`config.mk`:
```
export PLATFORM = sky130hd
export DESIGN_NAME = imu_line_scale_average_unit
export DESIGN_NICKNAME = d
export VERILOG_FILES = /design/src/rtl/imu_lsa_pkg.sv /design/src/rtl/imu_lsa_front.sv /design/src/rtl/imu_lsa_queue.sv /design/src/rtl/imu_lsa_back.sv /design/src/rtl/imu_line_scale_average_unit.sv
export VERILOG_INCLUDE_DIRS = /design/src /design/src/rtl
export SDC_FILE = /design/constraint.sdc
export NUM_CORES = 2
export LEC_CHECK = 0
export BUFFER_PORTS_ARGS = -buffer_cell sky130_fd_sc_hd__buf_2
export CAP_MARGIN = 5
export CORE_UTILIZATION = 40
export CTS_CLUSTER_SIZE = 25
export DETAILED_ROUTE_END_ITERATION = 8
export MAX_ROUTING_LAYER = met4
export SKIP_CTS_REPAIR_TIMING = 1
export SLEW_MARGIN = 20
export SYNTH_ARGS = -nofsm -noshare
export SYNTH_HDL_FRONTEND = slang
export SYNTH_SLANG_ARGS = --single-unit
```
`constraint.sdc`:
```
create_clock -name clk_i -period 51.4 [get_ports clk_i]
set_input_delay 7.71 -clock clk_i [delete_from_list [all_inputs] [get_ports clk_i]]
set_output_delay 7.71 -clock clk_i [all_outputs]
set_load 0.02 [all_outputs]
```
`src/rtl/assert_macros.svh`:
```
// Assertion helpers for the RTL; only the line queue uses them.
`ifndef ASSERT_MACROS_SVH
`define ASSERT_MACROS_SVH
`ifndef SYNTH
`define A_NEVER(lbl, cond) \
  lbl: assert property (@(posedge clk_i) disable iff (!rst_ni) !(cond)) \
    else $error("assertion failed");
`define A_IMPL(lbl, ante, cons) \
  lbl: assert property (@(posedge clk_i) disable iff (!rst_ni) (ante) |-> (cons)) \
    else $error("assertion failed");
`else
`define A_NEVER(lbl, cond)
`define A_IMPL(lbl, ante, cons)
`endif
`endif

```
`src/rtl/imu_lsa_pkg.sv`:
```
`timescale 1ns / 1ps
package imu_lsa_pkg;
  localparam int unsigned MAX_PERIOD  = 1000;
  localparam int unsigned SAMPLE_BITS = 16;
  localparam int unsigned NUM_Q       = 10;
  localparam int unsigned PER_W       = 10;
  localparam int unsigned SUM_W       = SAMPLE_BITS + $clog2(MAX_PERIOD + 1);
  localparam int unsigned NUM_W       = SUM_W + 24;
  localparam int unsigned DEN_W       = 16 + PER_W;
  localparam int unsigned IDX_W       = $clog2(NUM_Q);
  localparam int unsigned STEP_W      = $clog2(NUM_W);

  localparam logic [1:0] REG_MASK   = 2'd0;
  localparam logic [1:0] REG_ARANGE = 2'd1;
  localparam logic [1:0] REG_GRANGE = 2'd2;
  localparam logic [1:0] REG_PERIOD = 2'd3;

  localparam int unsigned GRP_ACCEL = 0;
  localparam int unsigned GRP_GYRO  = 1;
  localparam int unsigned GRP_MAG   = 2;
  localparam int unsigned GRP_TEMP  = 3;

  typedef logic [NUM_Q-1:0][SUM_W-1:0] sums_t;

  typedef struct packed {
    logic  valid;
    sums_t sums;
  } line_t;

  typedef struct packed {
    logic [3:0]       mask;
    logic [1:0]       accel_range;
    logic [1:0]       gyro_range;
    logic [PER_W-1:0] period;
  } cfg_t;

  // Enable group of a quantity: ids run accel xyz, gyro xyz, mag xyz, temperature.
  function automatic logic [1:0] group_of(input logic [IDX_W-1:0] id);
    logic [1:0] g;
    if (id < IDX_W'(3))      g = 2'(GRP_ACCEL);
    else if (id < IDX_W'(6)) g = 2'(GRP_GYRO);
    else if (id < IDX_W'(9)) g = 2'(GRP_MAG);
    else                     g = 2'(GRP_TEMP);
    return g;
  endfunction

  // Input slot of a quantity; temperature sits fourth in the raw line.
  function automatic logic [IDX_W-1:0] src_of(input logic [IDX_W-1:0] id);
    logic [IDX_W-1:0] s;
    if (id < IDX_W'(3))      s = id;
    else if (id < IDX_W'(9)) s = id + IDX_W'(1);
    else                     s = IDX_W'(3);
    return s;
  endfunction
endpackage

```
`src/rtl/imu_lsa_front.sv`:
```
`timescale 1ns / 1ps
module imu_lsa_front import imu_lsa_pkg::*; (
  input  logic                        clk_i,
  input  logic                        rst_ni,
  input  cfg_t                        cfg_i,
  input  logic                        restart_i,
  input  logic                        s_axis_tvalid_i,
  output logic                        s_axis_tready_o,
  input  logic [NUM_Q*SAMPLE_BITS-1:0] s_axis_tdata_i,
  input  logic                        full_i,
  output logic                        push_o,
  output sums_t                       push_sums_o
);
  sums_t            sums_q, sums_d;
  logic [PER_W-1:0] count_q, count_d;
  logic [PER_W:0]   count_inc;
  logic             accept, emit;

  assign s_axis_tready_o = !full_i;
  assign accept          = s_axis_tvalid_i && s_axis_tready_o && (cfg_i.period != '0);
  assign count_inc       = {1'b0, count_q} + (PER_W+1)'(1);
  assign emit            = count_inc >= {1'b0, cfg_i.period};

  always_comb begin
    for (int i = 0; i < NUM_Q; i++) begin
      logic [IDX_W-1:0] s;
      s = src_of(IDX_W'(i));
      if (cfg_i.mask[group_of(IDX_W'(i))]) begin
        sums_d[i] = sums_q[i] + SUM_W'($signed(s_axis_tdata_i[s*SAMPLE_BITS +: SAMPLE_BITS]));
      end else begin
        sums_d[i] = sums_q[i];
      end
    end
    count_d = count_inc[PER_W-1:0];
  end

  assign push_o      = accept && emit && (cfg_i.mask != '0);
  assign push_sums_o = sums_d;

  always_ff @(posedge clk_i or negedge rst_ni) begin
    if (!rst_ni) begin
      sums_q  <= '0;
      count_q <= '0;
    end else if (restart_i) begin
      sums_q  <= '0;
      count_q <= '0;
    end else if (accept) begin
      if (emit) begin
        sums_q  <= '0;
        count_q <= '0;
      end else begin
        sums_q  <= sums_d;
        count_q <= count_d;
      end
    end
  end
endmodule

```
`src/rtl/imu_lsa_queue.sv`:
```
`timescale 1ns / 1ps
`include "assert_macros.svh"
module imu_lsa_queue import imu_lsa_pkg::*; (
  input  logic  clk_i,
  input  logic  rst_ni,
  input  logic  push_i,
  input  sums_t push_sums_i,
  output logic  full_o,
  input  logic  pop_i,
  output line_t head_o
);
  sums_t      mem_q [2];
  logic       wr_q, rd_q;
  logic [1:0] cnt_q;

  assign full_o      = cnt_q == 2'd2;
  assign head_o.valid = cnt_q != 2'd0;
  assign head_o.sums  = mem_q[rd_q];

  always_ff @(posedge clk_i) begin
    if (push_i) begin
      mem_q[wr_q] <= push_sums_i;
    end
  end

  always_ff @(posedge clk_i or negedge rst_ni) begin
    if (!rst_ni) begin
      wr_q  <= 1'b0;
      rd_q  <= 1'b0;
      cnt_q <= '0;
    end else begin
      if (push_i) wr_q <= !wr_q;
      if (pop_i)  rd_q <= !rd_q;
      cnt_q <= cnt_q + 2'(push_i) - 2'(pop_i);
    end
  end

  `A_NEVER(a_no_overflow, push_i && full_o && !pop_i)
  `A_NEVER(a_no_underflow, pop_i && !head_o.valid)
  `A_IMPL(a_count_bound, 1'b1, cnt_q != 2'd3)
endmodule

```
`src/rtl/imu_lsa_back.sv`:
```
`timescale 1ns / 1ps
module imu_lsa_back import imu_lsa_pkg::*; (
  input  logic        clk_i,
  input  logic        rst_ni,
  input  cfg_t        cfg_i,
  input  line_t       head_i,
  output logic        pop_o,
  output logic        m_axis_tvalid_o,
  input  logic        m_axis_tready_i,
  output logic [31:0] m_axis_tdata_o,
  output logic [3:0]  m_axis_tuser_o,
  output logic        m_axis_tlast_o
);
  typedef enum logic [2:0] {ST_IDLE, ST_SEEK, ST_PREP, ST_DIV, ST_OUT} state_e;

  state_e                   state_q;
  logic [IDX_W-1:0]         idx_q;
  logic [NUM_W-1:0]         num_q;
  logic [DEN_W-1:0]         den_q, rem_q;
  logic                     neg_q;
  logic [STEP_W-1:0]        step_q;
  logic                     out_valid_q, out_last_q;
  logic [31:0]              out_value_q;
  logic [3:0]               out_id_q;

  logic signed [NUM_W-1:0]  s_ext, num_s;
  logic [DEN_W-1:0]         den_d, n_ext;
  logic [1:0]               grp;
  logic [DEN_W+1:0]         trial;
  logic                     qbit;
  logic [DEN_W-1:0]         rem_d;
  logic [31:0]              sat_value;
  logic                     is_last;
  logic [3:0]               higher;

  assign grp   = group_of(idx_q);
  assign s_ext = NUM_W'($signed(head_i.sums[idx_q]));
  assign n_ext = DEN_W'(cfg_i.period);

  always_comb begin
    num_s = s_ext <<< 2;
    den_d = n_ext;
    unique case (grp)
      2'(GRP_ACCEL): begin
        num_s = s_ext <<< (3'd2 + 3'(cfg_i.accel_range));
        den_d = n_ext;
      end
      2'(GRP_GYRO): begin
        unique case (cfg_i.gyro_range)
          2'd0: begin num_s = s_ext <<< 16; den_d = n_ext * DEN_W'(131); end
          2'd1: begin num_s = s_ext <<< 17; den_d = n_ext * DEN_W'(131); end
          2'd2: begin num_s = (s_ext * NUM_W'(5)) <<< 16; den_d = n_ext * DEN_W'(164); end
          default: begin num_s = (s_ext * NUM_W'(10)) <<< 16; den_d = n_ext * DEN_W'(164); end
        endcase
      end
      2'(GRP_MAG): begin
        num_s = s_ext <<< 2;
        den_d = n_ext;
      end
      default: begin
        num_s = (s_ext * NUM_W'(100) + NUM_W'(n_ext) * NUM_W'(1242020)) <<< 16;
        den_d = n_ext * DEN_W'(34000);
      end
    endcase
  end

  // One restoring division step: the numerator shifts out on top, the quotient in below.
  assign trial = {1'b0, rem_q, num_q[NUM_W-1]} - {2'b00, den_q};
  assign qbit  = !trial[DEN_W+1];
  assign rem_d = qbit ? trial[DEN_W-1:0] : {rem_q[DEN_W-2:0], num_q[NUM_W-1]};

  always_comb begin
    if (neg_q) begin
      sat_value = (num_q > NUM_W'(64'h8000_0000)) ? 32'h8000_0000 : (32'd0 - num_q[31:0]);
    end else begin
      sat_value = (num_q > NUM_W'(64'h7FFF_FFFF)) ? 32'h7FFF_FFFF : num_q[31:0];
    end
  end

  always_comb begin
    unique case (grp)
      2'(GRP_ACCEL): higher = 4'b1110;
      2'(GRP_GYRO):  higher = 4'b1100;
      2'(GRP_MAG):   higher = 4'b1000;
      default:       higher = 4'b0000;
    endcase
  end
  assign is_last = (idx_q == IDX_W'(2) || idx_q == IDX_W'(5) || idx_q == IDX_W'(8)
                    || idx_q == IDX_W'(9)) && ((cfg_i.mask & higher) == 4'b0000);

  assign pop_o = (state_q == ST_SEEK) && (idx_q == IDX_W'(NUM_Q));

  always_ff @(posedge clk_i or negedge rst_ni) begin
    if (!rst_ni) begin
      state_q     <= ST_IDLE;
      idx_q       <= '0;
      num_q       <= '0;
      den_q       <= '0;
      rem_q       <= '0;
      neg_q       <= 1'b0;
      step_q      <= '0;
      out_valid_q <= 1'b0;
      out_last_q  <= 1'b0;
      out_value_q <= '0;
      out_id_q    <= '0;
    end else begin
      if (out_valid_q && m_axis_tready_i && (state_q != ST_OUT)) out_valid_q <= 1'b0;
      unique case (state_q)
        ST_IDLE: begin
          idx_q <= '0;
          if (head_i.valid) state_q <= ST_SEEK;
        end
        ST_SEEK: begin
          if (idx_q == IDX_W'(NUM_Q)) begin
            idx_q   <= '0;
            state_q <= ST_IDLE;
          end else if (cfg_i.mask[grp]) begin
            state_q <= ST_PREP;
          end else begin
            idx_q <= idx_q + IDX_W'(1);
          end
        end
        ST_PREP: begin
          neg_q   <= num_s[NUM_W-1];
          num_q   <= num_s[NUM_W-1] ? NUM_W'(-num_s) : NUM_W'(num_s);
          den_q   <= den_d;
          rem_q   <= '0;
          step_q  <= STEP_W'(NUM_W - 1);
          state_q <= ST_DIV;
        end
        ST_DIV: begin
          rem_q  <= rem_d;
          num_q  <= {num_q[NUM_W-2:0], qbit};
          step_q <= step_q - STEP_W'(1);
          if (step_q == '0) state_q <= ST_OUT;
        end
        ST_OUT: begin
          if (!out_valid_q || m_axis_tready_i) begin
            out_valid_q <= 1'b1;
            out_value_q <= sat_value;
            out_id_q    <= 4'(idx_q);
            out_last_q  <= is_last;
            idx_q       <= idx_q + IDX_W'(1);
            state_q     <= ST_SEEK;
          end
        end
        default: state_q <= ST_IDLE;
      endcase
    end
  end

  assign m_axis_tvalid_o = out_valid_q;
  assign m_axis_tdata_o  = out_value_q;
  assign m_axis_tuser_o  = out_id_q;
  assign m_axis_tlast_o  = out_last_q;
endmodule

```
`src/rtl/imu_line_scale_average_unit.sv`:
```
// Throughput: one line per cycle while the two-entry line queue is not full; an averaged
// line takes up to ten divisions in the shared restoring divider of the back end.
// A two-entry line queue lets the front keep accumulating while the back divides.
// Reset (asynchronous, active low) clears registers, sums, count and queue.
`timescale 1ns / 1ps
module imu_line_scale_average_unit import imu_lsa_pkg::*; (
  input  logic                         clk_i,
  input  logic                         rst_ni,
  // Configuration write port.
  input  logic                         cfg_we_i,
  input  logic [1:0]                   cfg_idx_i,
  input  logic [PER_W-1:0]             cfg_data_i,
  // Raw lines. tdata: accel_x, accel_y, accel_z, die_temp, gyro_x, gyro_y, gyro_z,
  // mag_x, mag_y, mag_z, 16 bits each from the lowest bit up.
  input  logic                         s_axis_tvalid_i,
  output logic                         s_axis_tready_o,
  input  logic [NUM_Q*SAMPLE_BITS-1:0] s_axis_tdata_i,
  // Results. tdata: value (Q16.16). tuser: quantity_id.
  output logic                         m_axis_tvalid_o,
  input  logic                         m_axis_tready_i,
  output logic [31:0]                  m_axis_tdata_o,
  output logic [3:0]                   m_axis_tuser_o,
  output logic                         m_axis_tlast_o
);
  logic [3:0]       mask_q;
  logic [1:0]       arange_q, grange_q;
  logic [PER_W-1:0] period_q;
  cfg_t             cfg;
  logic             restart, push, full, pop;
  sums_t            push_sums;
  line_t            head;

  // Writing the mask or the period restarts the running average.
  assign restart = cfg_we_i && (cfg_idx_i == REG_MASK || cfg_idx_i == REG_PERIOD);

  always_ff @(posedge clk_i or negedge rst_ni) begin
    if (!rst_ni) begin
      mask_q   <= '0;
      arange_q <= '0;
      grange_q <= '0;
      period_q <= '0;
    end else if (cfg_we_i) begin
      unique case (cfg_idx_i)
        REG_MASK:   mask_q   <= cfg_data_i[3:0];
        REG_ARANGE: arange_q <= cfg_data_i[1:0];
        REG_GRANGE: grange_q <= cfg_data_i[1:0];
        default:    period_q <= cfg_data_i;
      endcase
    end
  end

  // Periods beyond the supported maximum are clamped.
  always_comb begin
    cfg.mask        = mask_q;
    cfg.accel_range = arange_q;
    cfg.gyro_range  = grange_q;
    cfg.period      = ({1'b0, period_q} > (PER_W+1)'(MAX_PERIOD)) ? PER_W'(MAX_PERIOD)
                                                                : period_q;
  end

  imu_lsa_front u_front (
    .clk_i, .rst_ni, .cfg_i(cfg), .restart_i(restart),
    .s_axis_tvalid_i, .s_axis_tready_o, .s_axis_tdata_i,
    .full_i(full), .push_o(push), .push_sums_o(push_sums)
  );

  imu_lsa_queue u_queue (
    .clk_i, .rst_ni, .push_i(push), .push_sums_i(push_sums),
    .full_o(full), .pop_i(pop), .head_o(head)
  );

  imu_lsa_back u_back (
    .clk_i, .rst_ni, .cfg_i(cfg), .head_i(head), .pop_o(pop),
    .m_axis_tvalid_o, .m_axis_tready_i, .m_axis_tdata_o, .m_axis_tuser_o, .m_axis_tlast_o
  );
endmodule

```
==> run summary <==
Via Count -> 52735
Yosys top cell by area -> edfxtp_1
R2R Path Start -> u_queue.rd_q$_DFFE_PN0P_
Worst-Skew Late Latency -> 0.76 ns
Cell Area, Synth -> 68800 um^2
final setup fails -> 0
Total GRT Usage -> 24.5%
clock edge transition at the registers on the reported setup and hold paths -> 0.06 ns
largest net degree at the start of global routing -> 158
most frequent cell after synthesis -> ha_1
hpwl dp -> 154000 um
vias per cell -> 5.84
DR DRC count -> 0
Tmin final -> 11.32 ns
hold depth -> 2
clk sink count -> 966
WL/cell -> 23.3 um
DRT antenna net count -> 0
Die Width -> 417 um
die area -> 174000 um^2
final wirelength -> 210000 um
register area share after synthesis -> 38.9%
H-tree Lvls -> 3
Max IR drop VDD -> 0.193 mV
router iterations before antenna repair -> 9
Relative slew margins -> 9.28%
Post-synth EDFFs -> 520
Sequential Power Share -> 20.4%
CP Class -> in2reg
Top Ports -> 216
max-slew violations -> 0
Die Ht -> 417 um
drt initial violations -> 3693
CTS Buf Count -> 109
Net Sw Frac -> 46.4%
utilization after layout -> 44.7%
power share of the combinational group -> 65.4%
slowest stage delay, CP -> 0.65 ns
Core ar. -> 170000 um^2
port bufs -> 215
type of the most critical hold path -> reg2reg
Clk pwr share -> 14.2%
most used cell, CP -> a21oi_1
first-pass GRT wire length -> 319000 um
Distinct cells, synth -> 115
Layout area overhead -> 10.5%
final hold viol count -> 0
crit-path max FO -> 4
FF-to-FF End -> u_back.num_q[48]$_DFFE_PN0P_
Worst-Margin Slew -> 1.36 ns
CP Data Arrival Time -> 11.97 ns
Fmax achieved -> 88.4 MHz
vias in the first global route -> 51727
r2r worst-path depth -> 34
crit end category -> flop
layout cells sized above 1 -> 13.0%
GRT Residual Overflow -> 0
Starting Density -> 40.4%
Mapped Cells -> 6551
clock root buffer -> clkbuf_16
Req. time, crit path -> 52.05 ns
Seq cells post-synth -> 966
Power Dens Cells -> 73.7 nW/um^2
r2r setup slk -> 40.09 ns
fin nets -> 7650
most frequent cells after synthesis -> ha_1, edfxtp_1, dfrtp_1
yosys warns -> 0
top-area cell type share of the netlist area -> 22.7%
RSZ-0062 raised after global routing -> false
outcome -> finished clean
initial antenna violation count -> 15
critical path launch point type -> input pin
slowest library cell on the worst path -> nor4b_1
Hold EP -> u_back.m_axis_tuser_o[2]$_DFFE_PN0P_
switching power -> 2.60 mW
Final Wtd Congestion -> 0.973
Top FF cell, synth -> edfxtp_1
Synth area leaders -> edfxtp_1, dfrtp_1, ha_1
asr flop ratio synth -> 46.2%
final period utilization -> 22.0%
min-delay src -> u_back.m_axis_tuser_o[2]$_DFFE_PN0P_
Site Rows -> 151
Setup TNS -> 0 ns
Pint -> 3.00 mW
syn avg cell area -> 10.5 um^2
Worst Clk Skew -> 0.0547 ns
Leak Pwr -> 32.3 nW
Cell Chain, Critical Path -> buf_2 > ha_1 > a21o_1 > a21oi_1 > o21bai_1 > a2111oi_0 > nor3_1 > o31ai_1 > a211oi_1 > nor4b_1 > o311ai_0 > a21oi_1 > mux2_2 > or3_1 > o21ai_0
max_cap viols -> 0
CTS max path bufs -> 3
TritonCTS clock tree -> yes
==> placed cells by master, fill, tap and decap left out, types with 214 or more instances in the layout <==
master,synthesis,layout
dfrtp_1,446,441
edfxtp_1,520,520
o21ai_0,266,264
xnor2_1,282,282
nor2_1,381,377
nand2_1,414,413
a21oi_1,431,431
buf_2,28,214
inv_1,424,424
ha_1,649,649
mux2_2,242,242
a22o_1,271,271
==> layer usage <==
layer / vias up / global-route usage, % / wire length (um)
met3: 357 / 3.28 / 10700
met4: 0 / 8.10 / 7240
met2: 1335 / 40.0 / 101000
met5: - / - / 0
li1: 24751 / - / -
met1: 26292 / 31.4 / 91200
==> state kept, by name (all words and copies together), names as in the netlist, 2 cells and up <==
name	count
u_back.num_q	50
arange_q	2
u_back.idx_q	4
mask_q	4
grange_q	2
u_back.state_q	3
u_back.m_axis_tuser_o	4
u_queue.mem_q	520
u_front.sums_q	260
u_back.rem_q	26
u_queue.cnt_q	2
u_back.m_axis_tdata_o	32
u_back.step_q	6
u_back.den_q	26
u_front.count_q	10
period_q	10
==> power groups by stage <==
stage | sequential [mW] | combinational [mW] | clock, mW
2_1_floorplan | 1.11 | 2.74 | 0
3_3_place_gp | 1.15 | 3.57 | 0
3_5_place_dp | 1.15 | 3.62 | 0
4_1_cts | 1.14 | 3.65 | 0.813
5_1_grt | 1.16 | 4.04 | 0.841
6_report | 1.14 | 3.66 | 0.797
==> per-stage QoR <==
stage	area [um^2]	std cells	power (mW)	hold WS [ns]	setup slack, ns
floorplan	68800	6552	3.85	0.443	17.49
global placement	72200	8814	4.71	0.461	39.48
detailed placement	72300	8815	4.77	0.464	39.45
CTS	75900	9019	5.60	0.478	40.09
global route	76000	9029	6.04	0.514	39.33
finish	76000	9029	5.60	0.474	40.08
==> worst max-delay path by stage <==
stage	from	endpoint	slack [ns]	cells past startpoint
after floorplan	s_axis_tvalid_i	u_queue.mem_q[0][0]$_DFFE_PP_	17.49	2
after global placement	s_axis_tdata_i[65]	u_front.sums_q[103]$_DFFE_PN0P_	39.48	15
after detailed placement	s_axis_tdata_i[0]	u_queue.mem_q[0][24]$_DFFE_PP_	39.45	16
after CTS	u_queue.rd_q$_DFFE_PN0P_	u_back.num_q[9]$_DFFE_PN0P_	40.09	34
after global routing	u_queue.rd_q$_DFFE_PN0P_	u_back.num_q[48]$_DFFE_PN0P_	39.33	34
final	s_axis_tdata_i[65]	u_front.sums_q[103]$_DFFE_PN0P_	40.08	15
==> kinds of logic after synthesis <==
kind of cell	count (synthesis)	synth area share, %
compound gates	1752	17.4
simple gates	1520	10.7
flops	966	38.9
fa+ha+maj	764	15.2
buf+inv	687	4.08
mux	477	8.79
xor+xnor	384	4.90
other cells	1	0.00545
==> layout make-up <==
class / instances / area [um^2]
tap: 2218 / 2780
clock buffer: 150 / 3070
inverter: 429 / 1610
timing repair buffer: 304 / 1810
sequential: 966 / 26800
antenna: 9 / 22.5
clock inverter: 54 / 579
multi-input combinational: 4899 / 39300
fill: 16035 / 94100
==> critical path: cells and delay by family <==
kind                       cells  cell delay (ns)
AOI/OAI and AO/OA              9             2.34
adders and majority gates      1             0.29
buffers and inverters          1             0.12
muxes                          1             0.38
and+or+nand+nor                3             1.15
Power figures use the tool's default switching activity.
